--- config.mk ---
export PLATFORM = sky130hd
export DESIGN_NAME = pje_ctrl
export DESIGN_NICKNAME = d
export VERILOG_FILES = /design/src/hw/rtl/pje_pkg.sv /design/src/hw/rtl/pje_ctrl.sv
export SDC_FILE = /design/constraint.sdc
export NUM_CORES = 1
export LEC_CHECK = 0
export ABC_AREA = 1
export ABC_CLOCK_PERIOD_IN_PS = 1300
export BUFFER_PORTS_ARGS = -buffer_cell sky130_fd_sc_hd__clkbuf_2
export CELL_PAD_IN_SITES_DETAIL_PLACEMENT = 1
export CELL_PAD_IN_SITES_GLOBAL_PLACEMENT = 1
export CORE_MARGIN = 2
export CORE_UTILIZATION = 34
export CTS_BUF_LIST = sky130_fd_sc_hd__clkbuf_4
export DETAILED_ROUTE_END_ITERATION = 10
export GPL_TIMING_DRIVEN = 1
export PLACE_DENSITY = 0.78
export SYNTH_ARGS = -nofsm -noshare
export SYNTH_HDL_FRONTEND = slang
export SYNTH_SLANG_ARGS = --single-unit
--- constraint.sdc ---
create_clock -name i_clk -period 1.3 [get_ports i_clk]
set_input_delay 0.26 -clock i_clk [delete_from_list [all_inputs] [get_ports i_clk]]
set_output_delay 0.26 -clock i_clk [all_outputs]
set_load 0.01 [all_outputs]
--- src/hw/rtl/pje_pkg.sv ---
// ----------------------------------------------------------------------------
// pje_pkg
// shared constants, command and status types of the prismatic joint energy unit
// ----------------------------------------------------------------------------
package pje_pkg;

    localparam int COORD_WIDTH_DEF = 32;
    localparam int FRAC_BITS_DEF   = 16;
    localparam int CHUNK_W         = 2;

    // input slot codes
    localparam logic [3:0] SLOT_FRAME_A_FIRST = 4'd0;
    localparam logic [3:0] SLOT_FRAME_A_LAST  = 4'd3;
    localparam logic [3:0] SLOT_FRAME_B_FIRST = 4'd4;
    localparam logic [3:0] SLOT_FRAME_B_LAST  = 4'd7;
    localparam logic [3:0] SLOT_ANCHOR_A      = 4'd8;
    localparam logic [3:0] SLOT_ANCHOR_B      = 4'd9;
    localparam logic [3:0] SLOT_AXIS          = 4'd10;
    localparam logic [3:0] SLOT_STIFF         = 4'd11;

    localparam logic [62:0] MAX63 = {63{1'b1}};

    // multiplier operand selection
    typedef enum logic [2:0] {
        MOP_NONE,
        MOP_MAP,
        MOP_AXD,
        MOP_AXP,
        MOP_RSQ,
        MOP_DSQ,
        MOP_KPOS,
        MOP_KROT
    } t_mop;

    typedef struct packed {
        t_mop               op;
        logic               body;
        logic [1:0]         row;
        logic [1:0]         comp;
        logic [CHUNK_W-1:0] chunk;
        logic               first;
        logic               last;
        logic               load;
        logic               start;
        logic               fin1;
        logic               fin2;
    } t_cmd;

    typedef struct packed {
        logic out_free;
    } t_status;

endpackage

--- src/hw/rtl/pje_ctrl.sv ---
// ----------------------------------------------------------------------------
// pje_ctrl
// sequencer that steps the shared multiplier through one joint evaluation
// ----------------------------------------------------------------------------
module pje_ctrl #(
    parameter int COORD_WIDTH = pje_pkg::COORD_WIDTH_DEF
) (
    input  logic             i_clk,
    input  logic             i_rst_n,
    input  logic             i_s_axis_tvalid,
    input  logic             i_s_axis_tlast,
    output logic             o_s_axis_tready,
    input  pje_pkg::t_status i_status,
    output pje_pkg::t_cmd    o_cmd
);

    localparam int SQW = 2 * COORD_WIDTH + 4;
    localparam int NCH = (SQW + COORD_WIDTH) / (COORD_WIDTH + 1);
    localparam logic [pje_pkg::CHUNK_W-1:0] CHUNK_TOP = pje_pkg::CHUNK_W'(NCH - 1);

    typedef enum logic [3:0] {
        ST_IDLE, ST_MAP, ST_AXD, ST_GAP, ST_AXP, ST_RSQ, ST_DSQ,
        ST_KPOS, ST_KROT, ST_DRAIN, ST_FIN1, ST_FIN2
    } t_state;

    t_state                      r_state;
    logic                        r_body;
    logic [1:0]                  r_row;
    logic [1:0]                  r_comp;
    logic [pje_pkg::CHUNK_W-1:0] r_chunk;

    always_ff @(posedge i_clk) begin
        if (!i_rst_n) begin
            r_state <= ST_IDLE;
            r_body  <= 1'b0;
            r_row   <= 2'd0;
            r_comp  <= 2'd0;
            r_chunk <= CHUNK_TOP;
        end else begin
            unique case (r_state)
                ST_IDLE: begin
                    if (i_s_axis_tvalid && i_s_axis_tlast) begin
                        r_state <= ST_MAP;
                        r_body  <= 1'b0;
                        r_row   <= 2'd0;
                        r_comp  <= 2'd0;
                    end
                end
                ST_MAP: begin
                    r_row <= r_row + 2'd1;
                    if (r_row == 2'd3) begin
                        r_comp <= (r_comp == 2'd2) ? 2'd0 : r_comp + 2'd1;
                        if (r_comp == 2'd2) begin
                            r_body <= 1'b1;
                            if (r_body) r_state <= ST_AXD;
                        end
                    end
                end
                ST_AXD: begin
                    r_comp <= (r_comp == 2'd2) ? 2'd0 : r_comp + 2'd1;
                    if (r_comp == 2'd2) r_state <= ST_GAP;
                end
                ST_GAP: begin
                    r_state <= ST_AXP;
                end
                ST_AXP: begin
                    r_comp <= (r_comp == 2'd2) ? 2'd0 : r_comp + 2'd1;
                    if (r_comp == 2'd2) r_state <= ST_RSQ;
                end
                ST_RSQ: begin
                    r_comp <= (r_comp == 2'd2) ? 2'd0 : r_comp + 2'd1;
                    if (r_comp == 2'd2) begin
                        r_state <= ST_DSQ;
                        r_row   <= 2'd1;
                    end
                end
                ST_DSQ: begin
                    r_comp <= (r_comp == 2'd2) ? 2'd0 : r_comp + 2'd1;
                    if (r_comp == 2'd2) begin
                        r_row <= r_row + 2'd1;
                        if (r_row == 2'd3) begin
                            r_state <= ST_KPOS;
                            r_chunk <= CHUNK_TOP;
                        end
                    end
                end
                ST_KPOS: begin
                    r_chunk <= (r_chunk == '0) ? CHUNK_TOP : r_chunk - 1'b1;
                    if (r_chunk == '0) r_state <= ST_KROT;
                end
                ST_KROT: begin
                    r_chunk <= (r_chunk == '0) ? CHUNK_TOP : r_chunk - 1'b1;
                    if (r_chunk == '0) r_state <= ST_DRAIN;
                end
                ST_DRAIN: begin
                    r_state <= ST_FIN1;
                end
                ST_FIN1: begin
                    r_state <= ST_FIN2;
                end
                ST_FIN2: begin
                    if (i_status.out_free) r_state <= ST_IDLE;
                end
                default: begin
                    r_state <= ST_IDLE;
                end
            endcase
        end
    end

    assign o_s_axis_tready = (r_state == ST_IDLE);

    always_comb begin
        o_cmd       = '0;
        o_cmd.op    = pje_pkg::MOP_NONE;
        o_cmd.body  = r_body;
        o_cmd.row   = r_row;
        o_cmd.comp  = r_comp;
        o_cmd.chunk = r_chunk;
        unique case (r_state)
            ST_IDLE: begin
                o_cmd.load  = i_s_axis_tvalid;
                o_cmd.start = i_s_axis_tvalid && i_s_axis_tlast;
            end
            ST_MAP: begin
                o_cmd.op    = pje_pkg::MOP_MAP;
                o_cmd.first = (r_row == 2'd0);
                o_cmd.last  = (r_row == 2'd3);
            end
            ST_AXD: begin
                o_cmd.op    = pje_pkg::MOP_AXD;
                o_cmd.first = (r_comp == 2'd0);
                o_cmd.last  = (r_comp == 2'd2);
            end
            ST_AXP: begin
                o_cmd.op    = pje_pkg::MOP_AXP;
                o_cmd.first = 1'b1;
                o_cmd.last  = 1'b1;
            end
            ST_RSQ: begin
                o_cmd.op    = pje_pkg::MOP_RSQ;
                o_cmd.first = (r_comp == 2'd0);
                o_cmd.last  = (r_comp == 2'd2);
            end
            ST_DSQ: begin
                o_cmd.op    = pje_pkg::MOP_DSQ;
                o_cmd.first = (r_row == 2'd1) && (r_comp == 2'd0);
                o_cmd.last  = (r_row == 2'd3) && (r_comp == 2'd2);
            end
            ST_KPOS: begin
                o_cmd.op    = pje_pkg::MOP_KPOS;
                o_cmd.first = (r_chunk == CHUNK_TOP);
                o_cmd.last  = (r_chunk == '0);
            end
            ST_KROT: begin
                o_cmd.op    = pje_pkg::MOP_KROT;
                o_cmd.first = (r_chunk == CHUNK_TOP);
                o_cmd.last  = (r_chunk == '0);
            end
            ST_FIN1: begin
                o_cmd.fin1 = 1'b1;
            end
            ST_FIN2: begin
                o_cmd.fin2 = i_status.out_free;
            end
            default: begin
            end
        endcase
    end

    a_start_runs: assert property (@(posedge i_clk) disable iff (!i_rst_n)
        o_cmd.start |=> (r_state == ST_MAP))
        else $error("joint evaluation did not start");

    a_load_idle: assert property (@(posedge i_clk) disable iff (!i_rst_n)
        o_cmd.load |-> (o_cmd.op == pje_pkg::MOP_NONE))
        else $error("store load during evaluation");

    a_fin_hold: assert property (@(posedge i_clk) disable iff (!i_rst_n)
        (r_state == ST_FIN2 && !i_status.out_free) |=> (r_state == ST_FIN2))
        else $error("result dropped while output busy");

endmodule

---- Word-level counts from Yosys, hierarchy flattened ----
Index checks and enable logic that the tools add are counted.
word-level totals
  bits in registers ....................... 11
  output and inout port bits .............. 17
operators by class
  add/sub/neg operators ................... 3
  eq/ne operators ......................... 27
  muxes and demuxes ....................... 33
  reductions and logical operators ........ 19
operators with widths
  operator                                              number
  two-way mux 4 bit                                     12
  case mux 4 bit (12 select lines)                      1
  inequality test 2 bit (second input constant)         11
  case mux 3 bit (7 select lines)                       1
  two-way mux 2 bit                                     9
  equality test 4 x 3 -> 1 bit (second input constant)  4
  equality test 4 bit (second input constant)           4
  AND reduction 12 bit                                  1
  case mux 2 bit (5 select lines)                       1
  equality test 4 x 2 -> 1 bit (second input constant)  2
  case mux 2 bit (4 select lines)                       1
  AND reduction 4 bit                                   2
  equality test 2 bit (second input constant)           3
  zero test 2 bit                                       3
  case mux 2 bit (3 select lines)                       1
  AND reduction 3 bit                                   2
  two-way mux 1 bit                                     5
  adder 2 x 1 -> 2 bit (second input constant)          2
  equality test 4 x 1 -> 1 bit (second input constant)  1
  zero test 4 bit                                       1
  case mux 2 bit (2 select lines)                       1
  nonzero test 2 bit                                    2
  nonzero test 4 bit                                    1
  OR reduction 2 bit                                    2
  7 further kinds                                       9

---- Logic depth before layout (Yosys ltp) ----
Gate-level depths: netlist of the first run.
  word-level depth ........................ 4
  mapped depth ............................ 10
  mapped depth without buffers ............ 10

---- Least setup slack after synthesis of the first run ----
Ideal clock, no wire load.
  kind .................................... register to output
  start point ............................. reg r_state[3]
  end point ............................... out o_cmd[4] (netlist bit)
  data arrival time ....................... 1077 ps
  required time ........................... 1040 ps
  slack ................................... -37 ps
  cell stages (with the launch flop) ...... 8
  cell sequence ........................... dfxtp_1 -> inv_2 -> nand2_2 -> nor2_2 -> a21oi_2 -> inv_1 -> nand2_1 -> o2111ai_1
RTL lines
  item                    line            source
  start, declared         pje_ctrl.sv:26  t_state r_state;
  start signal, assigned  pje_ctrl.sv:34  r_state <= ST_IDLE;
  start signal, assigned  pje_ctrl.sv:43  r_state <= ST_MAP;
  start signal, assigned  pje_ctrl.sv:55  if (r_body) r_state <= ST_AXD;
  end, declared           pje_ctrl.sv:14  output pje_pkg::t_cmd o_cmd

==> impl_metrics.prom, run 1 <==
# TYPE chip_impl_metric gauge
chip_impl_metric{name="starting_utilization_of_the_core_area",unit=""} 0.364
chip_impl_metric{name="timing.max_slew.rel_slack",unit=""} 0.810
chip_impl_metric{name="cellLeakagePower",unit="nW"} 0.921
chip_impl_metric{name="regArea",unit="um2"} 235
chip_impl_metric{name="synth.distinct_cells",unit=""} 25
chip_impl_metric{name="power_frac_comb",unit=""} 0.787
chip_impl_metric{name="period_needed",unit="ps"} 1770
chip_impl_metric{name="cts_hold_fix_bufs",unit=""} 0
chip_impl_metric{name="cpPeakStageDelay",unit="ps"} 440
chip_impl_metric{name="buffer_ports.inserted",unit=""} 21
chip_impl_info{name="critPathCaptureType",value="output pin"} 1
chip_impl_metric{name="place_congestion",unit=""} 0.916
chip_impl_metric{name="combined_area_of_the_multi_input_logic_cells",unit="um2"} 888
chip_impl_metric{name="post-route-drc-count",unit=""} 2
chip_impl_info{name="library_cell_occupying_the_most_area_in_the_post_synthesis_netlist",value="sky130_fd_sc_hd__dfxtp_1"} 1
chip_impl_info{name="startpoint_type",value="flip-flop"} 1
chip_impl_metric{name="synth-seq-cells",unit=""} 11
chip_impl_metric{name="timing.critical_path.required",unit="ps"} 1040
chip_impl_metric{name="cts_max_path_buffers",unit=""} 2
chip_impl_metric{name="ioPinCount",unit=""} 22
chip_impl_metric{name="antenna_found_initial",unit=""} 0
chip_impl_info{name="synth_top_cells_by_area",value="sky130_fd_sc_hd__dfxtp_1, sky130_fd_sc_hd__nand2_1, sky130_fd_sc_hd__inv_1"} 1
chip_impl_metric{name="grt_pass1_vias",unit=""} 1529
chip_impl_metric{name="vdd.ir_drop.worst",unit="mV"} 1.31
chip_impl_metric{name="netlist_instances",unit=""} 169
chip_impl_metric{name="switching_share",unit=""} 0.547
chip_impl_metric{name="drt_iter0_drc",unit=""} 116
chip_impl_metric{name="route.final.wire_length",unit="mm"} 5.75
chip_impl_info{name="path_cells",value="nor2_4, buf_6, a21oi_4, inv_2, nand2_2, nand4_1, buf_2"} 1
chip_impl_metric{name="max_freq",unit="MHz"} 563
chip_impl_metric{name="detail_route.first_pass.iterations",unit=""} 7
chip_impl_metric{name="hpwlAfterDp",unit="mm"} 2.82
chip_impl_metric{name="power.sequential.fraction",unit=""} 0.148
chip_impl_metric{name="tightest_slew",unit="ps"} 285
chip_impl_metric{name="wire_length_of_the_first_global_routing_pass",unit="mm"} 7.81
chip_impl_metric{name="clkLatencyLatePin",unit="ps"} 290
chip_impl_metric{name="drt-wirelength-per-cell",unit="um"} 21.7
chip_impl_info{name="hold_path.class",value="primary input to flip-flop"} 1
chip_impl_metric{name="power_per_cell_area",unit="nW/um2"} 2530
chip_impl_metric{name="final_core_utilization",unit=""} 0.632
chip_impl_info{name="most_used_cells_in_the_layout_excluding_fill_and_tap_cells",value="sky130_fd_sc_hd__buf_4, sky130_fd_sc_hd__nand2_1, sky130_fd_sc_hd__inv_1"} 1
chip_impl_metric{name="power_report.internal_total",unit="mW"} 2.03
chip_impl_metric{name="grt-ovfl-total",unit=""} 0
chip_impl_info{name="rsz_0062_raised_after_global_routing",value="yes"} 1
chip_impl_metric{name="final_net_count",unit=""} 245
chip_impl_info{name="cts_tree",value="built"} 1
chip_impl_metric{name="crit_arrival",unit="ps"} 1510
chip_impl_metric{name="finalSetupViolations",unit=""} 21
chip_impl_metric{name="area.growth.synth_to_final",unit="%"} 73.3
chip_impl_metric{name="floorplan.die.width",unit="um"} 58.8
chip_impl_metric{name="worst_clock_skew",unit="ps"} 1.61
chip_impl_info{name="cp_slowest_cell",value="sky130_fd_sc_hd__dfxtp_4"} 1
chip_impl_metric{name="pin_count_of_the_biggest_net_entering_global_routing",unit=""} 11
chip_impl_info{name="failing_checks",value="DRC, setup timing"} 1
chip_impl_metric{name="height_of_the_chip",unit="um"} 58.8
chip_impl_info{name="outcome",value="complete, but fails checks"} 1
chip_impl_info{name="timing.setup.critical_path_class",value="flip-flop to output pin"} 1
chip_impl_metric{name="average_cell_area_after_synthesis",unit="um2"} 6.05
chip_impl_metric{name="mappedNetlistArea",unit="um2"} 1020
chip_impl_metric{name="timing.setup.tns",unit="ps"} -6060
chip_impl_info{name="layout_commonest_cell",value="sky130_fd_sc_hd__buf_4"} 1
chip_impl_metric{name="routed_via_density",unit=""} 5.64
chip_impl_info{name="clk_root_buffer_cell",value="sky130_fd_sc_hd__clkbuf_4"} 1
chip_impl_metric{name="share_of_cells_above_drive_strength_1",unit=""} 0.551
chip_impl_metric{name="netlist.area_leader.share",unit=""} 0.215
chip_impl_metric{name="yosysSeqAreaShare",unit=""} 0.215
chip_impl_metric{name="clkSinkCount",unit=""} 11
chip_impl_metric{name="route.vias.total",unit=""} 1495
chip_impl_metric{name="max_cap_viol_count",unit=""} 0
chip_impl_metric{name="hold_viol_final",unit=""} 0
chip_impl_metric{name="timing.final.max_slew_violations",unit=""} 0
chip_impl_metric{name="total_switching_power",unit="mW"} 2.45
chip_impl_metric{name="synth_nets",unit=""} 179
chip_impl_metric{name="detail-route-antenna-nets",unit=""} 0
chip_impl_metric{name="clkTransAtPathRegs",unit="ps"} 80
chip_impl_metric{name="setup_slack",unit="ps"} -475
chip_impl_metric{name="synth.yosys.warnings",unit=""} 0
chip_impl_metric{name="gr-usage-all-layers",unit=""} 0.306
chip_impl_metric{name="fill_cell_instance_count_of_the_final_layout",unit=""} 369
chip_impl_metric{name="antenna-diode-count",unit=""} 0
chip_impl_metric{name="cts-buffers-inserted",unit=""} 3
chip_impl_metric{name="clock_power_share",unit=""} 0.066
chip_impl_metric{name="die-area",unit="um2"} 3460
chip_impl_metric{name="placeableCoreArea",unit="um2"} 2810
chip_impl_metric{name="period_share",unit=""} 1.37
chip_impl_metric{name="std_cell_rows",unit=""} 19
chip_impl_metric{name="worst_path_fanout_max",unit=""} 6
chip_impl_metric{name="number_of_levels_the_h_tree_was_split_into",unit=""} 1
synth_stat cells:
cell / instances
sky130_fd_sc_hd__nand3_2: 1
sky130_fd_sc_hd__nand3_1: 12
sky130_fd_sc_hd__dfxtp_1: 11
sky130_fd_sc_hd__o21ai_0: 3
sky130_fd_sc_hd__nand2_1: 46
sky130_fd_sc_hd__nand2_2: 3
sky130_fd_sc_hd__o21ai_1: 6
sky130_fd_sc_hd__nor2_8: 1
sky130_fd_sc_hd__nor3_1: 2
sky130_fd_sc_hd__ha_1: 5
sky130_fd_sc_hd__nor2_2: 7
sky130_fd_sc_hd__o21bai_1: 1
sky130_fd_sc_hd__nand4_1: 5
sky130_fd_sc_hd__o2111ai_1: 1
sky130_fd_sc_hd__a211oi_1: 1
sky130_fd_sc_hd__inv_2: 2
sky130_fd_sc_hd__inv_1: 28
sky130_fd_sc_hd__buf_4: 1
sky130_fd_sc_hd__a21oi_1: 5
sky130_fd_sc_hd__clkbuf_1: 1
sky130_fd_sc_hd__nor2_1: 20
sky130_fd_sc_hd__a21oi_2: 2
sky130_fd_sc_hd__nor2_4: 2
sky130_fd_sc_hd__nand2_4: 2
sky130_fd_sc_hd__nand3_4: 1
area by class of cell:
class,instances,share of cell area
multi-input combinational,126,0.501
timing repair buffer,63,0.255
sequential,11,0.133
inverter,30,0.0720
tap,31,0.0219
clock buffer,4,0.0169
repair_timing:
| item | 4_1_cts | 5_1_grt |
|---|---|---|
| gates resized for setup | 53 | 30 |
| pin swaps | 10 | 15 |
| setup endpoints to repair | 21 | 21 |
| buffers inserted | 9 | 7 |
worst max-delay path: cells and delay by family, from the launching register on:
| family | cells | cell delay, ps |
|---|---|---|
| AO/OA/AOI/OAI | 1 | 170 |
| buffers and inverters | 3 | 360 |
| AND/OR/NAND/NOR | 3 | 250 |
| flip-flops | 1 | 440 |
metal layers:
metal | track usage | wire length, um
met1 | 0.347 | 2210
met2 | 0.565 | 2960
met3 | 0.0462 | 316
met4 | 0.123 | 261
met5 | 0 | 0
flip-flops by register name (all words and copies together) (netlist names):
name,flops
r_comp,2
r_chunk,2
r_body,1
r_state,4
r_row,2
path summary, 6_finish.rpt:
path	start	to	slack [ps]	cells after the start
worst max-delay path	r_state[1]	o_cmd[5]	-470	7
worst min-delay path	i_rst_n	r_state[0]	360	3
worst max register to register	r_state[1]	r_state[1]	-290	9
worst min register to register	r_comp[0]	r_comp[0]	600	2
per-stage QoR:
stage / power (mW) / hold slack, ps / cell area [um2] / setup slack, ps / std cells
global placement: 2.92 / 482 / 1370 / -113 / 247
finish: 4.48 / 360 / 1770 / -475 / 265
global route: 4.73 / 371 / 1770 / -513 / 265
CTS: 3.82 / 335 / 1630 / -338 / 259
detailed placement: 3.05 / 490 / 1370 / -186 / 247
floorplan: 2.07 / 455 / 1030 / -0.641 / 169
cell families (layout without fill, tap and decap cells):
kind of cell,after synthesis,in the layout,share of synthesized area
AOI/OAI and AO/OA,19,19,0.109
buffers and inverters,32,97,0.121
adders and majority gates,5,5,0.0612
and+or+nand+nor,102,102,0.493
DFF,11,11,0.215
power groups by stage:
stage               clock, mW  sequential, mW  combinational [mW]
finish                  0.294           0.662                3.52
global route            0.308           0.669                3.75
CTS                     0.286           0.634                2.90
detailed placement          0           0.564                2.49
global placement            0           0.550                2.37
floorplan                   0           0.608                1.46
(Power assumes the default switching activity.)
==> inputs of run 2 (changes only) <==
Settings changed: ABC_AREA 1 to 0, CORE_UTILIZATION 34 to 36, CTS_BUF_LIST sky130_fd_sc_hd__clkbuf_4 to sky130_fd_sc_hd__clkbuf_2.
==> run 2 against run 1 <==
Compared with the run above:
- the run now fails in 5_1_grt
- synthesized cell count is 21% lower
- area after synthesis is 2.0% lower
==> impl_metrics.prom, run 2 <==
# TYPE chip_impl_metric gauge
chip_impl_metric{name="buffer_ports.inserted",unit=""} 21
chip_impl_metric{name="dpl_cell_area",unit="um2"} 1590
chip_impl_info{name="outcome",value="stopped before the end"} 1
chip_impl_metric{name="cts_hold_fix_bufs",unit=""} 0
chip_impl_metric{name="postSynth.asyncResetShare",unit=""} 0
chip_impl_metric{name="synth-edff-count",unit=""} 0
chip_impl_metric{name="antenna_found_initial",unit=""} 0
chip_impl_info{name="postSynth.topFlopCell",value="sky130_fd_sc_hd__dfxtp_1"} 1
chip_impl_metric{name="mappedNetlistArea",unit="um2"} 1000
chip_impl_info{name="clk_root_buffer_cell",value="sky130_fd_sc_hd__clkbuf_2"} 1
chip_impl_metric{name="place_inst",unit=""} 229
chip_impl_metric{name="pin_count_of_the_biggest_net_entering_global_routing",unit=""} 11
chip_impl_metric{name="std_cell_rows",unit=""} 19
chip_impl_metric{name="ioPinCount",unit=""} 22
chip_impl_metric{name="starting_utilization_of_the_core_area",unit=""} 0.370
chip_impl_metric{name="cts-buffers-inserted",unit=""} 3
chip_impl_metric{name="netlist_instances",unit=""} 134
chip_impl_metric{name="synth.yosys.warnings",unit=""} 0
chip_impl_metric{name="height_of_the_chip",unit="um"} 56.8
chip_impl_info{name="library_cell_occupying_the_most_area_in_the_post_synthesis_netlist",value="sky130_fd_sc_hd__dfxtp_1"} 1
chip_impl_info{name="crit_endpoint",value="o_cmd[4]"} 1
chip_impl_info{name="outcome.stop_stage",value="5_1_grt"} 1
chip_impl_metric{name="place_congestion",unit=""} 0.875
chip_impl_info{name="synth_common_cells",value="sky130_fd_sc_hd__a21oi_1, sky130_fd_sc_hd__dfxtp_1, sky130_fd_sc_hd__nor2_1, sky130_fd_sc_hd__o21ai_0, sky130_fd_sc_hd__nand2_1"} 1
chip_impl_metric{name="clkSinkCount",unit=""} 11
chip_impl_metric{name="netlist.area_leader.share",unit=""} 0.220
chip_impl_info{name="error",value="[ERROR DPL-0033] detailed placement checks failed during check placement."} 1
chip_impl_info{name="synth.most_common_cell",value="sky130_fd_sc_hd__a21oi_1"} 1
chip_impl_metric{name="synth-seq-cells",unit=""} 11
chip_impl_metric{name="synth.distinct_cells",unit=""} 44
chip_impl_metric{name="hpwlAfterDp",unit="mm"} 3.48
chip_impl_metric{name="average_cell_area_after_synthesis",unit="um2"} 7.48
chip_impl_metric{name="number_of_levels_the_h_tree_was_split_into",unit=""} 1
chip_impl_info{name="synth_top_cells_by_area",value="sky130_fd_sc_hd__dfxtp_1, sky130_fd_sc_hd__ha_1, sky130_fd_sc_hd__a21oi_1"} 1
chip_impl_info{name="endpoint_type",value="output port"} 1
chip_impl_metric{name="cts_max_path_buffers",unit=""} 2
chip_impl_metric{name="floorplan.die.width",unit="um"} 56.8
chip_impl_metric{name="yosysSeqAreaShare",unit=""} 0.220
chip_impl_metric{name="pre_cts_worst_setup_slack",unit="ps"} -485
chip_impl_metric{name="synth_nets",unit=""} 144
run 2: changes by cell type after synthesis, sizes merged, moves of 4 or more:
cell   delta
nand2    -42
buf       +8
nor4      +4
nand3    -11
inv      -22
a21oi     +5
nor3      +4
nand4     -4
nor2     -19
nor2b     +5
run 2: kinds of logic after synthesis:
family / after synthesis / share of synthesized area
xor gates and xnor gates: 1 / 0.00874
muxes: 4 / 0.0412
and+or+nand+nor: 54 / 0.312
DFF: 11 / 0.220
AOI/OAI and AO/OA: 41 / 0.272
buffers and inverters: 18 / 0.0836
adders and majority gates: 5 / 0.0624
run 2: metrics by stage:
step                      utilization  setup TNS, ps
after floorplan                     -          -1960
after global placement          0.587          -5130
after detailed placement        0.587          -7170
after CTS                       0.668          -8600
run 2: repair_timing:
| item | 4_1_cts |
|---|---|
| pin swaps | 14 |
| gates resized for setup | 32 |
| buffers inserted | 14 |
| setup endpoints to repair | 21 |
==> inputs of run 3 (changes only) <==
Settings changed: ABC_CLOCK_PERIOD_IN_PS 1300 to 1690, CELL_PAD_IN_SITES_DETAIL_PLACEMENT 1 to default, CELL_PAD_IN_SITES_GLOBAL_PLACEMENT 1 to default, CORE_AREA from default to 2 2 63 65, CORE_MARGIN 2 to default, CORE_UTILIZATION 36 to default, CTS_BUF_LIST sky130_fd_sc_hd__clkbuf_2 to default, DIE_AREA from default to 0 0 65 67, PLACE_DENSITY 0.78 to default, PLACE_DENSITY_LB_ADDON from default to 0.15.
Clock period 1.3 ns to 1.69 ns, I/O delays scaled along.
==> run 3 against run 2 <==
Compared with the run above:
- the flow now finishes, with violations (setup timing)
- area after synthesis is the same
- synthesized cell count is the same
==> impl_metrics.prom, run 3 <==
# TYPE chip_impl_metric gauge
chip_impl_info{name="outcome",value="complete, but fails checks"} 1
chip_impl_info{name="failing_checks",value="setup timing"} 1
chip_impl_metric{name="number_of_levels_the_h_tree_was_split_into",unit=""} 1
chip_impl_metric{name="crit_arrival",unit="ps"} 1600
chip_impl_metric{name="fill_cell_instance_count_of_the_final_layout",unit=""} 359
chip_impl_info{name="timing.setup.critical_path_class",value="flip-flop to output pin"} 1
chip_impl_metric{name="pin_count_of_the_biggest_net_entering_global_routing",unit=""} 10
chip_impl_metric{name="power_per_cell_area",unit="nW/um2"} 1480
chip_impl_metric{name="timing.critical_path.required",unit="ps"} 1350
chip_impl_metric{name="period_needed",unit="ps"} 1940
chip_impl_info{name="cp_slowest_cell",value="sky130_fd_sc_hd__dfxtp_2"} 1
chip_impl_metric{name="max_freq",unit="MHz"} 516
chip_impl_metric{name="wire_length_of_the_first_global_routing_pass",unit="mm"} 5.80
chip_impl_metric{name="cellLeakagePower",unit="nW"} 0.819
chip_impl_metric{name="setup_slack",unit="ps"} -248
chip_impl_info{name="rsz_0062_raised_after_global_routing",value="yes"} 1
chip_impl_metric{name="netlist_instances",unit=""} 134
chip_impl_metric{name="max_cap_viol_count",unit=""} 0
chip_impl_metric{name="yosysSeqAreaShare",unit=""} 0.220
chip_impl_info{name="clk_root_buffer_cell",value="sky130_fd_sc_hd__clkbuf_8"} 1
chip_impl_metric{name="height_of_the_chip",unit="um"} 67
chip_impl_metric{name="std_cell_rows",unit=""} 22
chip_impl_metric{name="instances_no_fill",unit=""} 253
chip_impl_metric{name="largest_register_ffs",unit=""} 4
chip_impl_info{name="synth_top_cells_by_area",value="sky130_fd_sc_hd__dfxtp_1, sky130_fd_sc_hd__ha_1, sky130_fd_sc_hd__a21oi_1"} 1
chip_impl_metric{name="gr-usage-all-layers",unit=""} 0.172
chip_impl_metric{name="synth-edff-count",unit=""} 0
chip_impl_metric{name="cts-buffers-inserted",unit=""} 3
chip_impl_metric{name="worst_path_fanout_max",unit=""} 3
chip_impl_metric{name="postSynth.asyncResetShare",unit=""} 0
chip_impl_metric{name="worst_r2r_path_depth",unit=""} 7
chip_impl_metric{name="clkSinkCount",unit=""} 11
chip_impl_metric{name="placeableCoreArea",unit="um2"} 3610
chip_impl_info{name="largest_register",value="r_state"} 1
chip_impl_info{name="startpoint_type",value="flip-flop"} 1
chip_impl_info{name="hold_path.class",value="primary input to flip-flop"} 1
chip_impl_metric{name="drt_iter0_drc",unit=""} 82
chip_impl_info{name="most_used_cells_in_the_layout_excluding_fill_and_tap_cells",value="sky130_fd_sc_hd__buf_4, sky130_fd_sc_hd__clkbuf_2, sky130_fd_sc_hd__buf_6"} 1
chip_impl_info{name="postSynth.topFlopCell",value="sky130_fd_sc_hd__dfxtp_1"} 1
chip_impl_info{name="cp_top_family",value="compound AO/OA/AOI/OAI gates"} 1
chip_impl_metric{name="buffer_ports.inserted",unit=""} 21
chip_impl_metric{name="hold_viol_final",unit=""} 0
chip_impl_metric{name="post-route-drc-count",unit=""} 0
chip_impl_metric{name="netlist.area_leader.share",unit=""} 0.220
chip_impl_metric{name="share_of_cells_above_drive_strength_1",unit=""} 0.576
chip_impl_metric{name="detail_route.first_pass.iterations",unit=""} 4
chip_impl_metric{name="finalSetupViolations",unit=""} 11
chip_impl_metric{name="antenna-diode-count",unit=""} 0
chip_impl_metric{name="route.vias.total",unit=""} 1304
chip_impl_info{name="synth.most_common_cell",value="sky130_fd_sc_hd__a21oi_1"} 1
chip_impl_metric{name="cts_hold_fix_bufs",unit=""} 0
chip_impl_metric{name="detail-route-antenna-nets",unit=""} 0
chip_impl_metric{name="cts_max_path_buffers",unit=""} 2
chip_impl_metric{name="grt-ovfl-total",unit=""} 0
chip_impl_metric{name="floorplan.die.width",unit="um"} 65
chip_impl_metric{name="synth-seq-cells",unit=""} 11
chip_impl_metric{name="area.growth.synth_to_final",unit="%"} 81.5
chip_impl_metric{name="route.final.wire_length",unit="mm"} 3.71
chip_impl_metric{name="cp_num_cells",unit=""} 7
chip_impl_metric{name="starting_utilization_of_the_core_area",unit=""} 0.278
chip_impl_metric{name="average_cell_area_after_synthesis",unit="um2"} 7.48
chip_impl_metric{name="synth_nets",unit=""} 144
chip_impl_metric{name="tightest_slew",unit="ps"} 517
chip_impl_metric{name="antenna_found_initial",unit=""} 0
chip_impl_metric{name="worst_hold_path.num_cells",unit=""} 2
chip_impl_metric{name="worst_clock_skew",unit="ps"} 7.02
chip_impl_metric{name="synth.distinct_cells",unit=""} 44
chip_impl_metric{name="period_share",unit=""} 1.15
chip_impl_metric{name="die-area",unit="um2"} 4360
chip_impl_metric{name="drt-wirelength-per-cell",unit="um"} 14.7
chip_impl_metric{name="synth.yosys.warnings",unit=""} 0
chip_impl_metric{name="worstPathBufferInverterCount",unit=""} 3
chip_impl_info{name="library_cell_occupying_the_most_area_in_the_post_synthesis_netlist",value="sky130_fd_sc_hd__dfxtp_1"} 1
chip_impl_metric{name="cpPeakStageDelay",unit="ps"} 340
chip_impl_metric{name="final_net_count",unit=""} 216
chip_impl_metric{name="place_inst",unit=""} 228
chip_impl_info{name="path_cells",value="ha_4, buf_4, buf_4, a211oi_2, a211oi_2, a31o_2, buf_6"} 1
chip_impl_metric{name="ioPinCount",unit=""} 22
chip_impl_info{name="synth_common_cells",value="sky130_fd_sc_hd__a21oi_1, sky130_fd_sc_hd__dfxtp_1, sky130_fd_sc_hd__nor2_1, sky130_fd_sc_hd__o21ai_0, sky130_fd_sc_hd__nand2_1"} 1
chip_impl_metric{name="clkTransAtPathRegs",unit="ps"} 60
chip_impl_metric{name="timing.max_slew.rel_slack",unit=""} 0.652
chip_impl_metric{name="hold-worst-slack",unit="ps"} 405
chip_impl_info{name="critPathCaptureType",value="output pin"} 1
chip_impl_metric{name="routed_via_density",unit=""} 5.15
chip_impl_info{name="cts_tree",value="built"} 1
chip_impl_metric{name="clkLatencyLatePin",unit="ps"} 240
chip_impl_metric{name="grt_pass1_vias",unit=""} 1208
chip_impl_metric{name="mappedNetlistArea",unit="um2"} 1000
chip_impl_metric{name="hpwlAfterDp",unit="mm"} 2.53
chip_impl_metric{name="timing.final.max_slew_violations",unit=""} 0
chip_impl_metric{name="place_congestion",unit=""} 0.881
chip_impl_metric{name="vdd.ir_drop.worst",unit="mV"} 0.525
chip_impl_info{name="layout_commonest_cell",value="sky130_fd_sc_hd__buf_4"} 1
==> run 3: final cells by class <==
type	count	area, um2	share of cell area
clock buffer	4	45.0	0.0248
inverter	8	32.5	0.0179
multi-input combinational	105	855	0.470
sequential	11	238	0.131
tap	48	60.1	0.0330
timing repair buffer	77	589	0.324
==> run 3: through the flow <==
step | total power [mW] | utilization | worst slack, ps | cell area [um2] | TNS (ps)
after floorplan | 1.21 | - | 12.3 | 1010 | 0
after global placement | 1.80 | 0.383 | -94.8 | 1380 | -458
after detailed placement | 1.80 | 0.383 | -144 | 1380 | -792
after CTS | 2.44 | 0.458 | -212 | 1650 | -1520
after global routing | 2.87 | 0.505 | -319 | 1820 | -2180
final | 2.69 | 0.505 | -248 | 1820 | -1530
==> run 3: cells by family (layout without fill, tap and decap cells) <==
group / after synthesis / count (layout) / share of synthesized area
muxes: 4 / 4 / 0.0412
xor gates and xnor gates: 1 / 1 / 0.00874
and+or+nand+nor: 54 / 54 / 0.312
adders and majority gates: 5 / 5 / 0.0624
DFF: 11 / 11 / 0.220
buffers and inverters: 18 / 89 / 0.0836
AOI/OAI and AO/OA: 41 / 41 / 0.272
==> run 3: where the power goes <==
| group | leakage [nW] | internal, mW | switching, mW |
|---|---|---|---|
| registers | 0.0938 | 0.322 | 0.0773 |
| clock network | 0.0228 | 0.166 | 0.111 |
| logic | 0.703 | 1.06 | 0.961 |
==> run 3: what timing repair did <==
action	CTS	global route
setup endpoints to repair	14	14
pin swaps	13	13
cloned	0	0
resized for setup	43	29
setup buffers	9	12
==> run 3: layer usage <==
metal,part of all wire,track usage,wire length [um],vias up
met5,0,0,0,-
met4,0.0051,0.0612,19,0
met3,0.037,0.0304,139,4
met2,0.50,0.286,1860,37
met1,0.46,0.223,1690,631
li1,-,-,-,632
==> run 3: path summary, 6_finish.rpt <==
kind / endpoint / slack [ps] / startpoint
worst min-delay path: r_chunk[1] / 410 / i_rst_n
worst max register to register: r_state[2] / -110 / r_state[0]
worst min register to register: r_body / 540 / r_body
worst max-delay path: o_cmd[4] / -250 / r_row[0]
==> inputs of run 4 (changes only) <==
Settings changed: ABC_AREA 0 to 1, SLEW_MARGIN from default to 15.
==> run 4 against run 3 <==
Compared with the run above:
- the run still ends with setup timing left
- flip-flop and latch count stayed put
- design area shrank 20%
- clock power barely moved
- first-iteration DRC count is 61% lower
- critical path depth grew 1
- via count down 11%
- count of clock-buffer cells in the layout unchanged
- worst setup slack gained 240 ps
- final cell count increased by 0.40%
- die area unchanged
- global-route usage fell by 1.7 points
- critical endpoint unchanged
==> impl_metrics.prom, run 4 (synthesized netlist as in run 1, its figures left out) <==
# TYPE chip_impl_metric gauge
chip_impl_info{name="outcome",value="complete, but fails checks"} 1
chip_impl_info{name="failing_checks",value="setup timing"} 1
chip_impl_metric{name="detail_route.first_pass.iterations",unit=""} 4
chip_impl_metric{name="share_of_cells_above_drive_strength_1",unit=""} 0.374
chip_impl_metric{name="grt_pass1_vias",unit=""} 1143
chip_impl_metric{name="drt-wirelength-per-cell",unit="um"} 12.2
chip_impl_info{name="startpoint_type",value="flip-flop"} 1
chip_impl_metric{name="cts-buffers-inserted",unit=""} 3
chip_impl_metric{name="final_net_count",unit=""} 217
chip_impl_metric{name="clkSinkCount",unit=""} 11
chip_impl_metric{name="routed_via_density",unit=""} 4.57
chip_impl_metric{name="clkLatencyLatePin",unit="ps"} 240
chip_impl_info{name="layout_commonest_cell",value="sky130_fd_sc_hd__nand2_1"} 1
chip_impl_metric{name="combined_area_of_the_multi_input_logic_cells",unit="um2"} 759
chip_impl_metric{name="final_area",unit="um2"} 1450
chip_impl_info{name="largest_register",value="r_state"} 1
chip_impl_metric{name="placeableCoreArea",unit="um2"} 3610
chip_impl_info{name="min_to",value="r_chunk[1]"} 1
chip_impl_metric{name="gr-usage-all-layers",unit=""} 0.156
chip_impl_metric{name="route.vias.total",unit=""} 1160
chip_impl_metric{name="ioPinCount",unit=""} 22
chip_impl_metric{name="max_cap_viol_count",unit=""} 0
chip_impl_metric{name="number_of_levels_the_h_tree_was_split_into",unit=""} 1
chip_impl_info{name="r2r_start",value="r_state[3]"} 1
chip_impl_metric{name="route.met3.wl",unit="um"} 83
chip_impl_metric{name="antenna_found_initial",unit=""} 0
chip_impl_info{name="critPathCaptureType",value="output pin"} 1
chip_impl_metric{name="cts_max_path_buffers",unit=""} 2
chip_impl_metric{name="timing.max_slew.rel_slack",unit=""} 0.836
chip_impl_metric{name="tightest_slew",unit="ps"} 246
chip_impl_metric{name="switching_share",unit=""} 0.516
chip_impl_metric{name="power_report.internal_total",unit="mW"} 1.27
chip_impl_metric{name="reg2reg_setup_slack",unit="ps"} 150
chip_impl_metric{name="regArea",unit="um2"} 236
chip_impl_metric{name="cts_hold_fix_bufs",unit=""} 0
chip_impl_info{name="rsz_0062_raised_after_global_routing",value="yes"} 1
chip_impl_metric{name="area.growth.synth_to_final",unit="%"} 41.6
chip_impl_metric{name="dpl_cell_area",unit="um2"} 1210
chip_impl_metric{name="place_congestion",unit=""} 0.870
chip_impl_metric{name="floorplan.die.width",unit="um"} 65
chip_impl_metric{name="worst_r2r_path_depth",unit=""} 10
chip_impl_metric{name="hpwlAfterDp",unit="mm"} 2.27
chip_impl_metric{name="clock_power_share",unit=""} 0.105
chip_impl_info{name="hold_path.class",value="primary input to flip-flop"} 1
chip_impl_metric{name="finalSetupViolations",unit=""} 1
chip_impl_metric{name="antenna-diode-count",unit=""} 0
chip_impl_metric{name="wirelength_met1",unit="mm"} 1.40
chip_impl_metric{name="vdd.ir_drop.worst",unit="mV"} 0.611
chip_impl_info{name="cts_tree",value="built"} 1
chip_impl_metric{name="worst_path_fanout_max",unit=""} 4
chip_impl_metric{name="starting_utilization_of_the_core_area",unit=""} 0.283
chip_impl_metric{name="timing.critical_path.required",unit="ps"} 1350
chip_impl_metric{name="total_switching_power",unit="mW"} 1.35
chip_impl_info{name="end_of_the_worst_register_to_register_path",value="r_state[1]"} 1
chip_impl_metric{name="timing.setup.tns",unit="ps"} -11.6
chip_impl_metric{name="cellLeakagePower",unit="nW"} 0.755
chip_impl_metric{name="fill_cell_instance_count_of_the_final_layout",unit=""} 381
chip_impl_metric{name="detail-route-antenna-nets",unit=""} 0
chip_impl_info{name="timing_startpoint_of_the_critical_path",value="r_state[0]"} 1
chip_impl_metric{name="worst_hold_path.num_cells",unit=""} 2
chip_impl_metric{name="worst_clock_skew",unit="ps"} 3.53
chip_impl_metric{name="power_per_cell_area",unit="nW/um2"} 1810
chip_impl_info{name="timing.hold.worst.start",value="i_rst_n"} 1
chip_impl_metric{name="die-area",unit="um2"} 4360
chip_impl_metric{name="setup_slack",unit="ps"} -11.6
chip_impl_metric{name="hold_viol_final",unit=""} 0
chip_impl_metric{name="period_share",unit=""} 1.01
chip_impl_metric{name="power.sequential.fraction",unit=""} 0.193
chip_impl_metric{name="timing.final.max_slew_violations",unit=""} 0
chip_impl_metric{name="clkTransAtPathRegs",unit="ps"} 50
chip_impl_info{name="most_used_cells_in_the_layout_excluding_fill_and_tap_cells",value="sky130_fd_sc_hd__nand2_1, sky130_fd_sc_hd__inv_1, sky130_fd_sc_hd__clkbuf_2"} 1
chip_impl_metric{name="route.final.wire_length",unit="mm"} 3.09
chip_impl_info{name="top_layer_used",value="met4"} 1
chip_impl_info{name="clk_root_buffer_cell",value="sky130_fd_sc_hd__clkbuf_8"} 1
chip_impl_metric{name="power_frac_comb",unit=""} 0.702
chip_impl_metric{name="period_needed",unit="ps"} 1700
chip_impl_metric{name="crit_arrival",unit="ps"} 1360
chip_impl_metric{name="pin_count_of_the_biggest_net_entering_global_routing",unit=""} 11
chip_impl_info{name="timing.setup.critical_path_class",value="flip-flop to output pin"} 1
chip_impl_metric{name="met2_wirelength_from_detailed_routing",unit="mm"} 1.55
chip_impl_metric{name="height_of_the_chip",unit="um"} 67
chip_impl_metric{name="wire_length_of_the_first_global_routing_pass",unit="mm"} 5.09
chip_impl_metric{name="largest_register_ffs",unit=""} 4
chip_impl_metric{name="max_freq",unit="MHz"} 588
chip_impl_metric{name="std_cell_rows",unit=""} 22
chip_impl_metric{name="grt-ovfl-total",unit=""} 0
chip_impl_metric{name="post-route-drc-count",unit=""} 0
chip_impl_metric{name="drt_iter0_drc",unit=""} 32
chip_impl_metric{name="buffer_ports.inserted",unit=""} 21
run 4: layer usage:
metal / GRT usage / up-vias
li1: - / 602
met3: 0.0304 / 7
met4: 0.0638 / 0
met1: 0.179 / 533
met5: 0 / -
met2: 0.280 / 18
run 4: power by group through the flow:
stage	registers [mW]	logic (mW)	clock network [mW]
floorplan	0.465	1.12	0
global placement	0.454	1.56	0
detailed placement	0.457	1.56	0
CTS	0.501	1.72	0.278
global route	0.521	2.06	0.298
finish	0.507	1.84	0.275
run 4: final cells by class:
| type | count | share of cell area |
|---|---|---|
| tap | 48 | 0.0415 |
| inverter | 30 | 0.0830 |
| timing repair buffer | 35 | 0.156 |
| clock buffer | 4 | 0.0311 |
| sequential | 11 | 0.163 |
| multi-input combinational | 126 | 0.525 |
run 4: worst max path at each step:
stage | end | slack (ps) | depth (start not counted)
2_1_floorplan | o_cmd[4] | 270 | 7
3_3_place_gp | o_cmd[5] | 10 | 8
3_5_place_dp | o_cmd[5] | -20 | 8
4_1_cts | o_cmd[4] | -5 | 7
5_1_grt | o_cmd[5] | -90 | 7
6_report | o_cmd[4] | -10 | 8
run 4: timing repair:
item / in CTS / in global routing
pin swaps: 2 / 7
buffers inserted: 5 / 5
cloned: 0 / 0
gates resized for setup: 29 / 9
endpoints found under the setup margin: 7 / 5
run 4: critical path, stage by stage (launching register included):
cell and delay [ps]:
sky130_fd_sc_hd__dfxtp_4 370, sky130_fd_sc_hd__buf_12 130, sky130_fd_sc_hd__nand2_4 80, sky130_fd_sc_hd__nor2_2 50, sky130_fd_sc_hd__a21oi_2 110, sky130_fd_sc_hd__nand2_1 60
sky130_fd_sc_hd__nand2_1 60, sky130_fd_sc_hd__o2111ai_2 100, sky130_fd_sc_hd__buf_2 150
run 4: through the flow:
step                      instances   util  setup WS, ps  power (mW)  hold slack, ps
after floorplan                 169      -           275        1.58             455
after global placement          240  0.334          14.4        2.01             469
after detailed placement        240  0.334         -16.2        2.02             471
after CTS                       249  0.381         -4.84        2.50             460
after global routing            254  0.401         -86.6        2.88             487
final                           254  0.401         -11.6        2.62             450
